===== config.mk =====
export PLATFORM = sky130hd
export DESIGN_NAME = history_ring_store_flat
export DESIGN_NICKNAME = d
export VERILOG_FILES = /design/src/hw/rtl/hrs_pkg.sv /design/src/hw/rtl/hrs_in_if.sv /design/src/hw/rtl/hrs_out_if.sv /design/src/hw/rtl/hrs_ram.sv /design/src/hw/rtl/history_ring_store.sv /design/src/flat_wrapper.sv
export SDC_FILE = /design/constraint.sdc
export NUM_CORES = 1
export LEC_CHECK = 0
export BUFFER_PORTS_ARGS = -buffer_cell sky130_fd_sc_hd__buf_2
export CAP_MARGIN = 20
export CORE_MARGIN = 2
export CORE_UTILIZATION = 59
export DETAILED_ROUTE_END_ITERATION = 8
export HOLD_SLACK_MARGIN = 0.12
export PLACE_DENSITY = 0.76
export SYNTH_ARGS = -nofsm -noshare
export SYNTH_HDL_FRONTEND = slang
export SYNTH_SLANG_ARGS = --single-unit
export TNS_END_PERCENT = 30

===== constraint.sdc =====
create_clock -name clk -period 7 [get_ports clk]
set_clock_uncertainty 0.05 [all_clocks]
set_input_delay 0.35 -clock clk [delete_from_list [all_inputs] [get_ports clk]]
set_output_delay 0.35 -clock clk [all_outputs]
set_load 0.01 [all_outputs]

===== src/hw/rtl/hrs_pkg.sv =====
`default_nettype none
package hrs_pkg;

  // Ring geometry
  localparam int DEPTH      = 16;
  localparam int DATA_WIDTH = 32;
  localparam int PTR_W      = $clog2(DEPTH);
  localparam int CNT_W      = $clog2(DEPTH + 1);
  localparam int SUM_W      = PTR_W + 2;

  // Request and response field widths
  localparam int POS_W   = 4;
  localparam int VALUE_W = 32;
  localparam int COUNT_W = 5;
  localparam int CMP_W   = (CNT_W > POS_W) ? CNT_W : POS_W;

  typedef logic [PTR_W-1:0]      ptr_t;
  typedef logic [CNT_W-1:0]      cnt_t;
  typedef logic [SUM_W-1:0]      sum_t;
  typedef logic [DATA_WIDTH-1:0] data_t;
  typedef logic [POS_W-1:0]      pos_t;
  typedef logic [VALUE_W-1:0]    value_t;
  typedef logic [COUNT_W-1:0]    count_t;

  typedef enum logic [1:0] {
    OP_PUSH   = 2'd0,
    OP_READ   = 2'd1,
    OP_DELETE = 2'd2,
    OP_CLEAR  = 2'd3
  } op_t;

  typedef enum logic [1:0] {
    ST_IDLE,
    ST_SHIFT,
    ST_DONE
  } state_t;

  function automatic ptr_t ptr_next(input ptr_t p);
    return (p == ptr_t'(DEPTH - 1)) ? '0 : ptr_t'(p + 1'b1);
  endfunction

  function automatic ptr_t ptr_prev(input ptr_t p);
    return (p == '0) ? ptr_t'(DEPTH - 1) : ptr_t'(p - 1'b1);
  endfunction

  // Fold a sum below twice DEPTH back into the ring
  function automatic ptr_t ptr_wrap(input sum_t s);
    return (s >= sum_t'(DEPTH)) ? ptr_t'(s - sum_t'(DEPTH)) : ptr_t'(s);
  endfunction

endpackage
`default_nettype wire


===== src/hw/rtl/hrs_in_if.sv =====
`default_nettype none
interface hrs_in_if;
  import hrs_pkg::*;

  logic   valid;
  logic   ready;
  op_t    operation;
  pos_t   position;
  value_t entry_value;

  modport source (output valid, output operation, output position, output entry_value,
                  input ready);
  modport sink   (input valid, input operation, input position, input entry_value,
                  output ready);
endinterface
`default_nettype wire


===== src/hw/rtl/hrs_out_if.sv =====
`default_nettype none
interface hrs_out_if;
  import hrs_pkg::*;

  logic   valid;
  logic   ready;
  value_t read_value;
  count_t entry_count;
  logic   index_error;

  modport source (output valid, output read_value, output entry_count, output index_error,
                  input ready);
  modport sink   (input valid, input read_value, input entry_count, input index_error,
                  output ready);
endinterface
`default_nettype wire


===== src/hw/rtl/hrs_ram.sv =====
`default_nettype none
module hrs_ram #(
  parameter int WIDTH = 32,
  parameter int DEPTH = 16
) (
  input  wire logic                     clk,
  input  wire logic                     we,
  input  wire logic [$clog2(DEPTH)-1:0] waddr,
  input  wire logic [WIDTH-1:0]         wdata,
  input  wire logic                     re,
  input  wire logic [$clog2(DEPTH)-1:0] raddr,
  output logic      [WIDTH-1:0]         rdata
);
  logic [WIDTH-1:0] mem [DEPTH];

  always_ff @(posedge clk) begin
    if (we) begin
      mem[waddr] <= wdata;
    end
    if (re) begin
      rdata <= mem[raddr];
    end
  end
endmodule
`default_nettype wire


===== src/hw/rtl/history_ring_store.sv =====
`default_nettype none
// Channel   Dir  Handshake     Payload
// in_req    in   valid/ready   operation, position, entry_value
// out_rsp   out  valid/ready   read_value, entry_count, index_error
//
// Push, clear, bad-index requests and reads pass from IDLE to DONE, then into the result register.
// Delete at position p of n entries moves n - p - 1 words: straight to DONE when none move,
// else through SHIFT (one read per moved word, a final write) and then DONE for the result.
// The longest shift, a delete at position 0 of a full ring, moves DEPTH - 1 words.
// Reset (rst_n low, synchronous) empties the ring and zeroes the pointer.
// in_req.ready is low while a request is in work; an unaccepted result holds the block.
module history_ring_store (
  input  wire logic clk,
  input  wire logic rst_n,
  hrs_in_if.sink    in_req,
  hrs_out_if.source out_rsp
);
  import hrs_pkg::*;

  // Live entries always form one contiguous run ending just below the
  // write pointer, so a count stands in for the per-slot valid marks.
  state_t state_r, state_nxt;
  ptr_t   wp_r, wp_nxt;
  cnt_t   cnt_r, cnt_nxt;
  ptr_t   rd_ptr_r, rd_ptr_nxt;   // next slot to read during a shift
  ptr_t   wr_ptr_r, wr_ptr_nxt;   // destination of the word arriving this cycle
  ptr_t   left_r, left_nxt;       // reads still to issue during a shift
  logic   arr_r, arr_nxt;         // RAM output carries a word to move
  logic   hit_r, hit_nxt;         // result carries RAM read data
  logic   err_r, err_nxt;

  logic   out_valid_r, out_valid_nxt;
  value_t out_value_r, out_value_nxt;
  count_t out_count_r, out_count_nxt;
  logic   out_err_r, out_err_nxt;

  logic   ram_we, ram_re;
  ptr_t   ram_waddr, ram_raddr;
  data_t  ram_wdata, ram_rdata;

  logic   bad_pos;
  ptr_t   oldest, target;
  cnt_t   moves;

  hrs_ram #(
    .WIDTH (DATA_WIDTH),
    .DEPTH (DEPTH)
  ) u_ram (
    .clk   (clk),
    .we    (ram_we),
    .waddr (ram_waddr),
    .wdata (ram_wdata),
    .re    (ram_re),
    .raddr (ram_raddr),
    .rdata (ram_rdata)
  );

  // Oldest live slot is the pointer minus the count, with wrap
  assign oldest  = ptr_wrap(sum_t'(wp_r) + sum_t'(DEPTH) - sum_t'(cnt_r));
  assign target  = ptr_wrap(sum_t'(oldest) + sum_t'(ptr_t'(in_req.position)));
  assign bad_pos = CMP_W'(in_req.position) >= CMP_W'(cnt_r);
  assign moves   = cnt_t'(cnt_r - cnt_t'(1) - cnt_t'(in_req.position));

  assign in_req.ready        = (state_r == ST_IDLE);
  assign out_rsp.valid       = out_valid_r;
  assign out_rsp.read_value  = out_value_r;
  assign out_rsp.entry_count = out_count_r;
  assign out_rsp.index_error = out_err_r;

  always_ff @(posedge clk) begin
    if (!rst_n) begin
      state_r     <= ST_IDLE;
      wp_r        <= '0;
      cnt_r       <= '0;
      arr_r       <= 1'b0;
      left_r      <= '0;
      out_valid_r <= 1'b0;
    end else begin
      state_r     <= state_nxt;
      wp_r        <= wp_nxt;
      cnt_r       <= cnt_nxt;
      arr_r       <= arr_nxt;
      left_r      <= left_nxt;
      out_valid_r <= out_valid_nxt;
    end
  end

  always_ff @(posedge clk) begin
    rd_ptr_r    <= rd_ptr_nxt;
    wr_ptr_r    <= wr_ptr_nxt;
    hit_r       <= hit_nxt;
    err_r       <= err_nxt;
    out_value_r <= out_value_nxt;
    out_count_r <= out_count_nxt;
    out_err_r   <= out_err_nxt;
  end

  always_comb begin
    state_nxt     = state_r;
    wp_nxt        = wp_r;
    cnt_nxt       = cnt_r;
    rd_ptr_nxt    = rd_ptr_r;
    wr_ptr_nxt    = wr_ptr_r;
    left_nxt      = left_r;
    arr_nxt       = arr_r;
    hit_nxt       = hit_r;
    err_nxt       = err_r;
    out_valid_nxt = out_valid_r && !out_rsp.ready;
    out_value_nxt = out_value_r;
    out_count_nxt = out_count_r;
    out_err_nxt   = out_err_r;
    ram_we        = 1'b0;
    ram_waddr     = wp_r;
    ram_wdata     = data_t'(in_req.entry_value);
    ram_re        = 1'b0;
    ram_raddr     = rd_ptr_r;

    unique case (state_r)
      ST_IDLE: begin
        if (in_req.valid) begin
          hit_nxt   = 1'b0;
          err_nxt   = 1'b0;
          arr_nxt   = 1'b0;
          state_nxt = ST_DONE;
          unique case (in_req.operation)
            OP_PUSH: begin
              // Overwrite the oldest entry once the ring is full
              ram_we = 1'b1;
              wp_nxt = ptr_next(wp_r);
              if (cnt_r != cnt_t'(DEPTH)) begin
                cnt_nxt = cnt_t'(cnt_r + 1'b1);
              end
            end
            OP_READ: begin
              if (bad_pos) begin
                err_nxt = 1'b1;
              end else begin
                ram_re    = 1'b1;
                ram_raddr = target;
                hit_nxt   = 1'b1;
              end
            end
            OP_DELETE: begin
              if (bad_pos) begin
                err_nxt = 1'b1;
              end else begin
                // Later entries move down one slot; the top slot drops out
                cnt_nxt    = cnt_t'(cnt_r - 1'b1);
                wp_nxt     = ptr_prev(wp_r);
                rd_ptr_nxt = ptr_next(target);
                left_nxt   = ptr_t'(moves);
                if (moves != '0) begin
                  state_nxt = ST_SHIFT;
                end
              end
            end
            OP_CLEAR: begin
              cnt_nxt = '0;
              wp_nxt  = '0;
            end
            default: ;
          endcase
        end
      end

      ST_SHIFT: begin
        // Read the next word while writing the previous one a slot lower
        ram_re     = (left_r != '0);
        ram_raddr  = rd_ptr_r;
        ram_we     = arr_r;
        ram_waddr  = wr_ptr_r;
        ram_wdata  = ram_rdata;
        arr_nxt    = (left_r != '0);
        wr_ptr_nxt = ptr_prev(rd_ptr_r);
        rd_ptr_nxt = ptr_next(rd_ptr_r);
        if (left_r != '0) begin
          left_nxt = ptr_t'(left_r - 1'b1);
        end else begin
          state_nxt = ST_DONE;
        end
      end

      ST_DONE: begin
        // Hold until the response register is free
        if (!out_valid_r || out_rsp.ready) begin
          out_valid_nxt = 1'b1;
          out_value_nxt = hit_r ? value_t'(ram_rdata) : '0;
          out_count_nxt = count_t'(cnt_r);
          out_err_nxt   = err_r;
          state_nxt     = ST_IDLE;
        end
      end

      default: state_nxt = ST_IDLE;
    endcase
  end

  a_count_bound: assert property (@(posedge clk) disable iff (!rst_n)
    cnt_r <= cnt_t'(DEPTH))
    else $error("entry count above ring depth");

  a_push_grows: assert property (@(posedge clk) disable iff (!rst_n)
    in_req.valid && in_req.ready && in_req.operation == OP_PUSH && cnt_r != cnt_t'(DEPTH)
    |=> cnt_r == cnt_t'($past(cnt_r) + 1'b1))
    else $error("push below full did not add an entry");

  a_clear_empties: assert property (@(posedge clk) disable iff (!rst_n)
    in_req.valid && in_req.ready && in_req.operation == OP_CLEAR
    |=> cnt_r == '0 && wp_r == '0)
    else $error("clear left entries or pointer");

  a_err_zero: assert property (@(posedge clk) disable iff (!rst_n)
    out_valid_r && out_err_r |-> out_value_r == '0)
    else $error("index error with nonzero read data");

  a_shift_ports: assert property (@(posedge clk) disable iff (!rst_n)
    state_r == ST_SHIFT && ram_we && ram_re |-> ram_waddr != ram_raddr)
    else $error("shift writes the slot it reads");

endmodule
`default_nettype wire


===== src/flat_wrapper.sv =====
// flat-port wrapper written by rule: the top's interface ports become plain ports
module history_ring_store_flat import hrs_pkg::*;
  (clk, rst_n, in_req_valid, in_req_operation, in_req_position, in_req_entry_value, in_req_ready, out_rsp_valid, out_rsp_read_value, out_rsp_entry_count, out_rsp_index_error, out_rsp_ready);
  hrs_in_if in_req_i ();
  hrs_out_if out_rsp_i ();
  input  wire logic clk;
  input  wire logic rst_n;
  input wire logic [$bits(in_req_i.valid)-1:0] in_req_valid;
  input wire logic [$bits(in_req_i.operation)-1:0] in_req_operation;
  input wire logic [$bits(in_req_i.position)-1:0] in_req_position;
  input wire logic [$bits(in_req_i.entry_value)-1:0] in_req_entry_value;
  output wire logic [$bits(in_req_i.ready)-1:0] in_req_ready;
  output wire logic [$bits(out_rsp_i.valid)-1:0] out_rsp_valid;
  output wire logic [$bits(out_rsp_i.read_value)-1:0] out_rsp_read_value;
  output wire logic [$bits(out_rsp_i.entry_count)-1:0] out_rsp_entry_count;
  output wire logic [$bits(out_rsp_i.index_error)-1:0] out_rsp_index_error;
  input wire logic [$bits(out_rsp_i.ready)-1:0] out_rsp_ready;
  assign in_req_i.valid = in_req_valid;
  assign in_req_i.operation = in_req_operation;
  assign in_req_i.position = in_req_position;
  assign in_req_i.entry_value = in_req_entry_value;
  assign in_req_ready = in_req_i.ready;
  assign out_rsp_valid = out_rsp_i.valid;
  assign out_rsp_read_value = out_rsp_i.read_value;
  assign out_rsp_entry_count = out_rsp_i.entry_count;
  assign out_rsp_index_error = out_rsp_i.index_error;
  assign out_rsp_i.ready = out_rsp_ready;
  history_ring_store u_core (.clk(clk), .rst_n(rst_n), .in_req(in_req_i), .out_rsp(out_rsp_i));
endmodule

==> summary.txt, run 1 <==
Final min period = 4.73 ns
layout cells sized above 1 = 0.131
Max FO, Critical Path = 18
Pleak = 9.80 nW
Initial Util = 0.600
crit-path max cell delay = 1.06 ns
Pwr per Cell Area = 282 nW/um2
commonest cells after routing, fill and taps aside = edfxtp_1, nand2_1, o211ai_1, a221o_1, a21oi_1
Worst EP required = 7.30 ns
CTS buffer count = 60
Most common cell on crit path = inv_1
mean number of vias per cell = 6.60
element type at the critical path start = register
Synth Flop Type = edfxtp_1
Max Slew Vio Count = 0
final setup fails = 0
Comb power frac = 0.117
Layout Cells excl Fill = 2486
ANT nets after route = 0
yosys warns = 0
number of synthesized flops with an enable pin = 592
synthesized flop and latch total = 609
DP Worst Slack = 2.19 ns
CP cell instances = ha_1, inv_1, fa_1, inv_1, fa_4, xor2_1, nor2_1, a32oi_2, buf_4, a221o_1, nand3_1
Sw Share = 0.248
TritonCTS clock tree = built
cells after synthesis = 1804
routability cong. = 0.826
Mean Syn Cell Area = 14.4 um2
Post-synth ARST share = 0
Worst Path Arrival = 5.03 ns
deepest clock path buffer count = 3
cell area after synthesis = 25900 um2
Pint = 6.13 mW
largest net degree at the start of global routing = 81
Final Hold Fails = 0
register area = 18100 um2
Slew Limit Headroom = 0.0889
area of the multi-input gates = 7120 um2
area post-placement = 27000 um2
grt ovf = 0
CP Capture Type = register
min-delay worst type = in2reg
I/O Buffers = 81
num ports = 82
Slew @ Worst Pin = 1.37 ns
Cell variety after synth = 59
Die H = 214 um
global-route wire length before repair = 95300 um
worst hold slack = 0.231 ns
Die W = 214 um
Seq pwr share = 0.504
clk sinks = 609
# diodes = 0
Layout fillers = 2985
GRT Resource Usage Total = 0.278
commonest non-fill, non-tap cell in the layout = edfxtp_1
DR iter-0 viols = 1970
vias in the first global route = 16100
Max Cap Violations = 0
RSZ-0062 raised after global routing = false
syn_nets = 1878
Rows = 76
Seq/Total Area, Yosys = 0.699
post-CTS setup buffers = 0
Finished Cell Area = 28900 um2
htree depth = 2
worst path bufs/invs = 3
HPWL Detailed = 32500 um
Max VDD drop = 213 uV
crit path kind = reg2reg
initial antenna violation count = 0
final critical-path share of the clock period = 0.676
routed vias = 16400
synthesis-to-layout area growth = 11.6%
Fin Setup TNS = 0 ns
CP max stage cell = a32oi_2
Pwr Total = 8.15 mW
fraction of power consumed by the clock network = 0.379
worst-skew pair later-pin latency = 0.62 ns
die area = 45600 um2
root buf cell = clkbuf_16
WL/cell = 25.2 um
worst setup margin = 2.27 ns
final core occ = 0.670
Worst-path clk slew = 0.06 ns
Detailed Routing Iterations Pass 1 = 6
crit-path leading delay family = compound AO/OA/AOI/OAI gates
DRC = 0
core area = 43200 um2
status = finished clean
Post-layout nets = 1928
Routed WL = 62600 um
cell count after placement = 2373
Peak Freq = 211 MHz
Switching Power = 2.02 mW
-- routing by layer --
layer	up-vias	track usage	wire length, um	share of wire
met5	-	0	0	0
met4	0	0.0855	1460	0.023
met3	119	0.0448	5090	0.081
met2	860	0.457	30600	0.49
met1	8211	0.386	25400	0.41
li1	7222	-	-	-
-- power groups by stage --
stage	Clock, mW	Sequential (mW)	Combinational (mW)
after detailed placement	0	4.18	0.938
after global placement	0	4.18	0.911
after CTS	3.11	4.11	0.944
after global routing	3.25	4.11	1.03
after floorplan	0	4.18	0.637
final	3.09	4.11	0.952
-- worst paths after layout --
| kind | start | to | slack [ns] | cells after the start |
|---|---|---|---|---|
| min reg2reg | u_core.err_r | u_core.out_rsp.index_error | 0.37 | 0 |
| max | u_core.cnt_r[0] | u_core.u_ram.rdata[13] | 2.27 | 11 |
| max reg2reg | u_core.cnt_r[0] | u_core.u_ram.rdata[13] | 2.27 | 11 |
| min | in_req_operation[0] | u_core.err_r | 0.23 | 4 |
-- final cells by class --
class,instances,share of cell area
flip-flops and latches,609,0.627
multi-input cells,988,0.246
clock buffers,79,0.0558
repair buffers,131,0.0288
well taps,585,0.0253
clock inverters,30,0.00878
inverters,64,0.00848
-- Yosys cell counts (all sizes together), types with 34 or more instances --
| cell | n | area share |
|---|---|---|
| edfxtp | 592 | 0.69 |
| clkbuf | 93 | 0.013 |
| a31oi | 41 | 0.0099 |
| mux2i | 72 | 0.028 |
| buf | 50 | 0.011 |
| a221o | 128 | 0.049 |
| a21boi | 65 | 0.019 |
| o211ai | 132 | 0.039 |
| nand3 | 38 | 0.0073 |
| and2 | 34 | 0.0082 |
| nor2 | 34 | 0.0049 |
| a21oi | 90 | 0.017 |
| nand2 | 189 | 0.027 |
| inv | 62 | 0.0090 |
-- cell families (layout without fill, tap and decap cells) --
family / Yosys count / count (layout) / synth area share
DFF: 609 / 609 / 0.699
AOI/OAI and AO/OA: 544 / 544 / 0.161
and+or+nand+nor: 326 / 326 / 0.0557
buffers and inverters: 207 / 304 / 0.0342
muxes: 72 / 72 / 0.0280
adders and majority gates: 32 / 32 / 0.0163
xor gates and xnor gates: 14 / 14 / 0.00526
-- worst min-delay path: cells and delay by family --
kind	cells	cell delay [ns]
AND/OR/NAND/NOR	1	0.10
buffers and inverters	2	0.21
adder cells (fa/ha/maj)	1	0.12
-- state kept, by name (all words and copies together) (netlist names) --
signal	count
u_core.out_rsp.valid	1
u_core.rd_ptr_r	4
u_core.out_rsp.index_error	1
u_core.state_r	2
u_core.out_rsp.read_value	32
u_core.arr_r	1
u_core.wr_ptr_r	4
u_core.hit_r	1
u_core.out_rsp.entry_count	5
u_core.wp_r	4
u_core.left_r	4
u_core.u_ram.rdata	32
u_core.cnt_r	5
u_core.u_ram.mem	512
u_core.err_r	1
-- timing repair --
action / in CTS / in global routing
hold buffers: 3 / 0
endpoints found under the hold margin: 5 / 0
gates resized for setup: 0 / 0
Power figures use the tool's default switching activity.
==> inputs of run 2 (changes only) <==
--- a/config.mk
+++ b/config.mk
@@ -5,10 +5,11 @@
 export SDC_FILE = /design/constraint.sdc
 export NUM_CORES = 1
 export LEC_CHECK = 0
+export ABC_AREA = 1
 export BUFFER_PORTS_ARGS = -buffer_cell sky130_fd_sc_hd__buf_2
 export CAP_MARGIN = 20
 export CORE_MARGIN = 2
-export CORE_UTILIZATION = 59
+export CORE_UTILIZATION = 56
 export DETAILED_ROUTE_END_ITERATION = 8
 export HOLD_SLACK_MARGIN = 0.12
 export PLACE_DENSITY = 0.76
==> constraint.sdc (replaced) <==
create_clock -name clk -period 4.3 [get_ports clk]
set_clock_uncertainty 0.05 [all_clocks]
set_input_delay 0.215 -clock clk [delete_from_list [all_inputs] [get_ports clk]]
set_output_delay 0.215 -clock clk [all_outputs]
set_load 0.01 [all_outputs]
==> run 2 against run 1 <==
Against the previous run: sequential cell count unchanged; cell area up 6.7%; die area increased by 12%; combinational power rose to 3.3 times the previous value; synthesized cell count rose by 51%; non-clock buffer count grew 2; critical path type unchanged; worst hold slack worse by 0.039 ns; sequential share of layout area is 3.9 points lower; via count up 18%; clock-buffer cell count is 11 lower; routed wire length up 10%; critical path depth grew 4.
==> summary.txt, run 2 <==
register bank with the most flops = u_core.u_ram.mem (unchanged)
num ports = 82 (unchanged)
count leader, synth = nand3_1 (was edfxtp_1)
CP cell instances = ha_1, inv_1, fa_1, xor2_1, ha_1, inv_1, or2_2, nand2_1, inv_1, o21ai_4, inv_2, buf_4, nand3_1, nand3_1, nand2_1 (was ha_1, inv_1, fa_1, inv_1, fa_4, xor2_1, nor2_1, a32oi_2, buf_4, a221o_1, nand3_1)
Worst-path clk slew = 0.07 ns (was 0.06 ns)
Critical Path Source = u_core.cnt_r[0] (unchanged)
Synth Flop Type = edfxtp_1 (unchanged)
Peak Freq = 254 MHz (was 211 MHz)
Slew @ Worst Pin = 0.950 ns (was 1.37 ns)
final setup fails = 0 (unchanged)
final critical-path share of the clock period = 0.917 (was 0.676)
Routed WL = 69000 um (was 62600 um)
Max FO, Critical Path = 50 (was 18)
# diodes = 0 (unchanged)
cell count after placement = 3377 (was 2373)
Worst EP required = 4.63 ns (was 7.30 ns)
Hold Crit Depth = 3 (was 4)
yosys warns = 0 (unchanged)
min-delay worst type = in2reg (unchanged)
Slew Limit Headroom = 0.367 (was 0.0889)
Die W = 226 um (was 214 um)
share of the synthesized area in the top cell type = 0.644 (was 0.686)
synthesis-to-layout area growth = 11.7% (was 11.6%)
crit path kind = reg2reg (unchanged)
root buf cell = clkbuf_16 (unchanged)
DR iter-0 viols = 2246 (was 1970)
Max VDD drop = 413 uV (was 213 uV)
Max Slew Vio Count = 0 (unchanged)
CTS buffer count = 58 (was 60)
max FFs per register = 512 (unchanged)
layout cells sized above 1 = 0.0899 (was 0.131)
Seq/Total Area, Yosys = 0.656 (was 0.699)
routed vias = 19400 (was 16400)
post-CTS setup buffers = 0 (unchanged)
Mean Syn Cell Area = 10.2 um2 (was 14.4 um2)
Resized Gates After CTS = 0 (unchanged)
Die H = 226 um (was 214 um)
crit-path max cell delay = 0.68 ns (was 1.06 ns)
synthesized flop and latch total = 609 (unchanged)
HPWL Detailed = 36800 um (was 32500 um)
top post-synthesis cells by area = edfxtp_1, nand3_1, inv_1, nand2_1, buf_2 (was edfxtp_1, a221o_1, o211ai_1, mux2i_1, nand2_1)
Detailed Routing Iterations Pass 1 = 6 (unchanged)
leading area contributor after synthesis = edfxtp_1 (unchanged)
Worst Path Arrival = 4.27 ns (was 5.03 ns)
WL/cell = 19.8 um (was 25.2 um)
Post-synth ARST share = 0 (unchanged)
Initial Util = 0.565 (was 0.600)
clk sinks = 609 (unchanged)
Pleak = 13.5 nW (was 9.80 nW)
Post-synth top cells = nand3_1, inv_1, edfxtp_1 (was edfxtp_1, nand2_1, o211ai_1)
Final Hold Fails = 0 (unchanged)
die area = 51100 um2 (was 45600 um2)
syn_nets = 2795 (was 1878)
vias in the first global route = 19000 (was 16100)
cell area after synthesis = 27600 um2 (was 25900 um2)
worst hold slack = 0.192 ns (was 0.231 ns)
initial antenna violation count = 0 (unchanged)
GRT Resource Usage Total = 0.273 (was 0.278)
largest net degree at the start of global routing = 97 (was 81)
routability cong. = 0.898 (was 0.826)
core area = 48800 um2 (was 43200 um2)
Cell variety after synth = 35 (was 59)
worst r2r path cells = 15 (was 11)
cells after synthesis = 2721 (was 1804)
worst-skew pair later-pin latency = 0.63 ns (was 0.62 ns)
commonest cells after routing, fill and taps aside = nand3_1, inv_1, edfxtp_1, nand2_1, buf_2 (was edfxtp_1, nand2_1, o211ai_1, a221o_1, a21oi_1)
reg2reg start = u_core.cnt_r[0] (unchanged)
CP Capture Type = register (unchanged)
number of synthesized flops with an enable pin = 592 (unchanged)
Post-layout nets = 2853 (was 1928)
Most common cell on crit path = inv_1 (unchanged)
Rows = 81 (was 76)
RSZ-0062 raised after global routing = false (unchanged)
Final min period = 3.94 ns (was 4.73 ns)
deepest clock path buffer count = 3 (unchanged)
Max Cap Violations = 0 (unchanged)
TritonCTS clock tree = built (unchanged)
Layout Cells excl Fill = 3490 (was 2486)
DRC = 0 (unchanged)
I/O Buffers = 81 (unchanged)
CP max stage cell = buf_4 (was a32oi_2)
ANT nets after route = 0 (unchanged)
status = finished clean (unchanged)
mean number of vias per cell = 5.57 (was 6.60)
hold path start = in_req_entry_value[3] (was in_req_operation[0])
Fin Setup TNS = 0 ns (unchanged)
htree depth = 2 (unchanged)
global-route wire length before repair = 106000 um (was 95300 um)
commonest non-fill, non-tap cell in the layout = nand3_1 (was edfxtp_1)
Pwr per Cell Area = 494 nW/um2 (was 282 nW/um2)
grt ovf = 0 (unchanged)
element type at the critical path start = register (unchanged)
==> run 2: cell types whose count changed after synthesis, moves of 37 or more <==
cell and delta:
o211ai_1 -130, nand3_1 +593, a31oi_1 -37, a21boi_0 -65, clkbuf_1 -56, mux2i_1 -71, buf_2 +44, inv_1 +541
a221o_1 -128, nand2_1 +384, a21oi_1 -73
==> run 2: logic make-up after synthesis <==
family,synth area share
and+or+nand+nor,0.202
buffers and inverters,0.107
DFF,0.656
AOI/OAI and AO/OA,0.0124
adders and majority gates,0.0153
xor gates and xnor gates,0.00698
==> run 2: path summary, 6_finish.rpt <==
kind | to | slack (ns)
max | u_core.u_ram.rdata[3] | 0.36
min reg2reg | u_core.out_rsp.index_error | 0.39
min | u_core.u_ram.mem[11][3] | 0.19
max reg2reg | u_core.u_ram.rdata[3] | 0.36
==> run 2: critical path: cells and delay by family (launching register included) <==
| kind | cells | cell delay, ns |
|---|---|---|
| adder cells (fa/ha/maj) | 3 | 0.90 |
| flip-flops | 1 | 0.53 |
| AO/OA/AOI/OAI | 1 | 0.10 |
| XOR/XNOR | 1 | 0.17 |
| buffers and inverters | 5 | 1.28 |
| AND/OR/NAND/NOR | 5 | 0.62 |
==> run 2: through the flow <==
stage | total power [mW] | util | instance area (um2) | setup slack (ns)
after floorplan | 9.24 | - | 27600 | 0.694
after global placement | 10.1 | 0.592 | 28900 | 0.741
after detailed placement | 10.2 | 0.592 | 28900 | 0.532
after CTS | 15.2 | 0.632 | 30900 | 0.440
after global routing | 15.8 | 0.632 | 30900 | 0.235
final | 15.2 | 0.632 | 30900 | 0.358
==> run 2: cell type report <==
cell class                 instances  area (um2)
fill                            3676       18000
clock buffer                      68        1490
multi-input combinational       1372        6760
inverter                         605        2270
sequential                       609       18100
timing repair buffer             133         998
clock inverter                    39         384
tap                              664         831
==> run 2: repair_timing <==
| item | CTS | global route |
|---|---|---|
| hold endpoints to repair | 18 | 0 |
| hold buffers | 6 | 0 |
| endpoints found under the setup margin | 0 | 0 |
==> run 2: routing by layer <==
layer,up-vias,global-route usage,share of wire
li1,8969,-,-
met1,9178,0.356,0.38
met2,1067,0.454,0.48
met3,216,0.0483,0.10
met4,0,0.117,0.039
met5,-,0,0
==> run 2: where the power goes <==
part / switching, mW / internal, mW / leakage, nW / total (mW)
Sequential: 0.0931 / 6.94 / 5.50 / 7.03
Combinational: 2.23 / 0.898 / 7.06 / 3.12
Clock: 2.20 / 2.89 / 0.913 / 5.09
Total: 4.51 / 10.7 / 13.5 / 15.2
==> inputs of run 3 (changes only) <==
--- a/config.mk
+++ b/config.mk
@@ -8,11 +8,13 @@
 export ABC_AREA = 1
 export BUFFER_PORTS_ARGS = -buffer_cell sky130_fd_sc_hd__buf_2
 export CAP_MARGIN = 20
+export CELL_PAD_IN_SITES_DETAIL_PLACEMENT = 1
+export CELL_PAD_IN_SITES_GLOBAL_PLACEMENT = 1
 export CORE_MARGIN = 2
-export CORE_UTILIZATION = 56
+export CORE_UTILIZATION = 45
 export DETAILED_ROUTE_END_ITERATION = 8
 export HOLD_SLACK_MARGIN = 0.12
-export PLACE_DENSITY = 0.76
+export PLACE_DENSITY_LB_ADDON = 0.1
 export SYNTH_ARGS = -nofsm -noshare
 export SYNTH_HDL_FRONTEND = slang
 export SYNTH_SLANG_ARGS = --single-unit
==> constraint.sdc (replaced) <==
create_clock -name clk -period 4.3 [get_ports clk]
set_clock_uncertainty 0.05 [all_clocks]
set_input_delay 0.43 -clock clk [delete_from_list [all_inputs] [get_ports clk]]
set_output_delay 0.43 -clock clk [all_outputs]
set_load 0.01 [all_outputs]
==> run 3 against run 2 <==
Against the previous run: register-to-register slack improved by 0.34 ns; cell count rose by 3.9%; cell area rose by 1.2%; clock-buffer cell count rose by 23; sequential cell count did not move; worst hold slack got worse by 0.033 ns; non-clock buffer count rose by 4; via count rose by 0.77%; first-iteration DRC count fell by 33%; critical path depth did not move; largest power group unchanged.
==> summary.txt, run 3 (synthesis gave the netlist of run 2 again) <==
register area = 18100 um2 (unchanged)
GRT Resource Usage Total = 0.263 (was 0.273)
status = finished clean (unchanged)
Fin Setup TNS = 0 ns (unchanged)
Initial Util = 0.457 (was 0.565)
Pleak = 13.6 nW (was 13.5 nW)
worst setup margin = 0.703 ns (was 0.358 ns)
DRC = 0 (unchanged)
DR iter-0 viols = 1494 (was 2246)
layout cells sized above 1 = 0.0928 (was 0.0899)
Worst EP required = 4.72 ns (was 4.63 ns)
grt ovf = 0 (unchanged)
DP Worst Slack = 0.751 ns (was 0.532 ns)
final setup fails = 0 (unchanged)
cts hold-fix bufs = 1 (was 6)
worst-skew pair later-pin latency = 0.62 ns (was 0.63 ns)
# diodes = 0 (unchanged)
htree depth = 3 (was 2)
Max FO, Critical Path = 32 (was 50)
post-CTS setup buffers = 0 (unchanged)
Finished Cell Area = 31200 um2 (was 30900 um2)
Worst-path clk slew = 0.06 ns (was 0.07 ns)
RSZ-0062 raised after global routing = false (unchanged)
CP max stage cell = buf_4 (unchanged)
worst hold slack = 0.159 ns (was 0.192 ns)
synthesis-to-layout area growth = 13.0% (was 11.7%)
CP Capture Type = register (unchanged)
Final min period = 3.60 ns (was 3.94 ns)
routability cong. = 0.819 (was 0.898)
initial antenna violation count = 0 (unchanged)
deepest clock path buffer count = 3 (unchanged)
ANT nets after route = 0 (unchanged)
vias in the first global route = 20400 (was 19000)
Final Hold Fails = 0 (unchanged)
register bank with the most flops = u_core.u_ram.mem (unchanged)
TritonCTS clock tree = built (unchanged)
global-route wire length before repair = 124000 um (was 106000 um)
Pwr Total = 15.8 mW (was 15.2 mW)
Layout Cells excl Fill = 3626 (was 3490)
commonest non-fill, non-tap cell in the layout = nand3_1 (unchanged)
Peak Freq = 278 MHz (was 254 MHz)
Layout fillers = 6634 (was 3676)
final critical-path share of the clock period = 0.837 (was 0.917)
CP cell instances = inv_1, ha_1, inv_1, fa_1, xor2_1, ha_1, a21oi_1, nand2_1, xor2_1, xnor2_1, nand2_1, o21ai_4, buf_4, nand3_1, nand2_1 (was ha_1, inv_1, fa_1, xor2_1, ha_1, inv_1, or2_2, nand2_1, inv_1, o21ai_4, inv_2, buf_4, nand3_1, nand3_1, nand2_1)
crit-path max cell delay = 0.57 ns (was 0.68 ns)
Max VDD drop = 350 uV (was 413 uV)
commonest cells after routing, fill and taps aside = nand3_1, inv_1, edfxtp_1, nand2_1, buf_2 (unchanged)
Slew Limit Headroom = 0.353 (was 0.367)
Resized Gates After CTS = 0 (unchanged)
worst r2r path cells = 15 (unchanged)
Most common cell on crit path = nand2_1 (was inv_1)
Pwr per Cell Area = 506 nW/um2 (was 494 nW/um2)
routed vias = 19600 (was 19400)
Detailed Routing Iterations Pass 1 = 5 (was 6)
HPWL Detailed = 45400 um (was 36800 um)
num ports = 82 (unchanged)
Hold Crit Depth = 3 (unchanged)
Rows = 90 (was 81)
WL/cell = 22.7 um (was 19.8 um)
clk sinks = 609 (unchanged)
max FFs per register = 512 (unchanged)
Die H = 252 um (was 226 um)
Post-layout nets = 2867 (was 2853)
Slew @ Worst Pin = 0.971 ns (was 0.950 ns)
largest net degree at the start of global routing = 115 (was 97)
Routed WL = 82200 um (was 69000 um)
Max Slew Vio Count = 0 (unchanged)
core area = 60500 um2 (was 48800 um2)
final core occ = 0.516 (was 0.632)
area of the multi-input gates = 6770 um2 (was 6760 um2)
crit path kind = reg2reg (unchanged)
die area = 63400 um2 (was 51100 um2)
I/O Buffers = 81 (unchanged)
root buf cell = clkbuf_16 (unchanged)
CTS buffer count = 68 (was 58)
Max Cap Violations = 0 (unchanged)
Die W = 252 um (was 226 um)
mean number of vias per cell = 5.40 (was 5.57)
cell count after placement = 3504 (was 3377)
area post-placement = 29200 um2 (was 28900 um2)
element type at the critical path start = register (unchanged)
min-delay worst type = in2reg (unchanged)
Worst Path Arrival = 4.02 ns (was 4.27 ns)
run 3: cell count changes in the layout (fill, tap and decap cells not counted), moves of 2 or more:
cell           change
clkbuf_16         +12
clkbuf_1          +10
buf_4              +7
clkinv_2           -6
bufinv_16          -5
dlygate4sd3_1      -5
clkinv_1           +4
clkinvlp_4         -3
buf_12             +2
inv_6              +2
run 3: critical path, delay by kind of cell (launching register included):
kind	cells	cell delay (ns)
DFF	1	0.34
AOI/OAI and AO/OA	2	0.23
adders and majority gates	3	0.86
and+or+nand+nor	4	0.55
buffers and inverters	3	0.79
xor gates and xnor gates	3	0.62
run 3: layout make-up:
cell class,instances,share of cell area
sequential,609,0.580
multi-input combinational,1372,0.217
inverter,605,0.0727
clock buffer,91,0.0589
timing repair buffer,137,0.0333
tap,782,0.0313
clock inverter,30,0.00673
run 3: power by group:
part           total, mW  internal (mW)  leakage, nW  switching (mW)
Combinational       3.25          0.917         7.08            2.33
Clock               5.50           3.13        0.999            2.37
Sequential          7.05           6.94         5.50           0.107
Total               15.8           11.0         13.6            4.80
run 3: final timing paths:
check,startpoint,to,slack [ns]
max,u_core.wp_r[0],u_core.u_ram.rdata[31],0.70
min,rst_n,u_core.wp_r[1],0.16
min reg2reg,u_core.err_r,u_core.out_rsp.index_error,0.37
max reg2reg,u_core.wp_r[0],u_core.u_ram.rdata[31],0.70
run 3: metal layers:
layer,up-vias,track usage,wire (um)
met2,515,0.458,40800
met1,9914,0.344,35200
met3,159,0.0366,4130
met4,0,0.0764,2080
met5,-,0,0
li1,8992,-,-
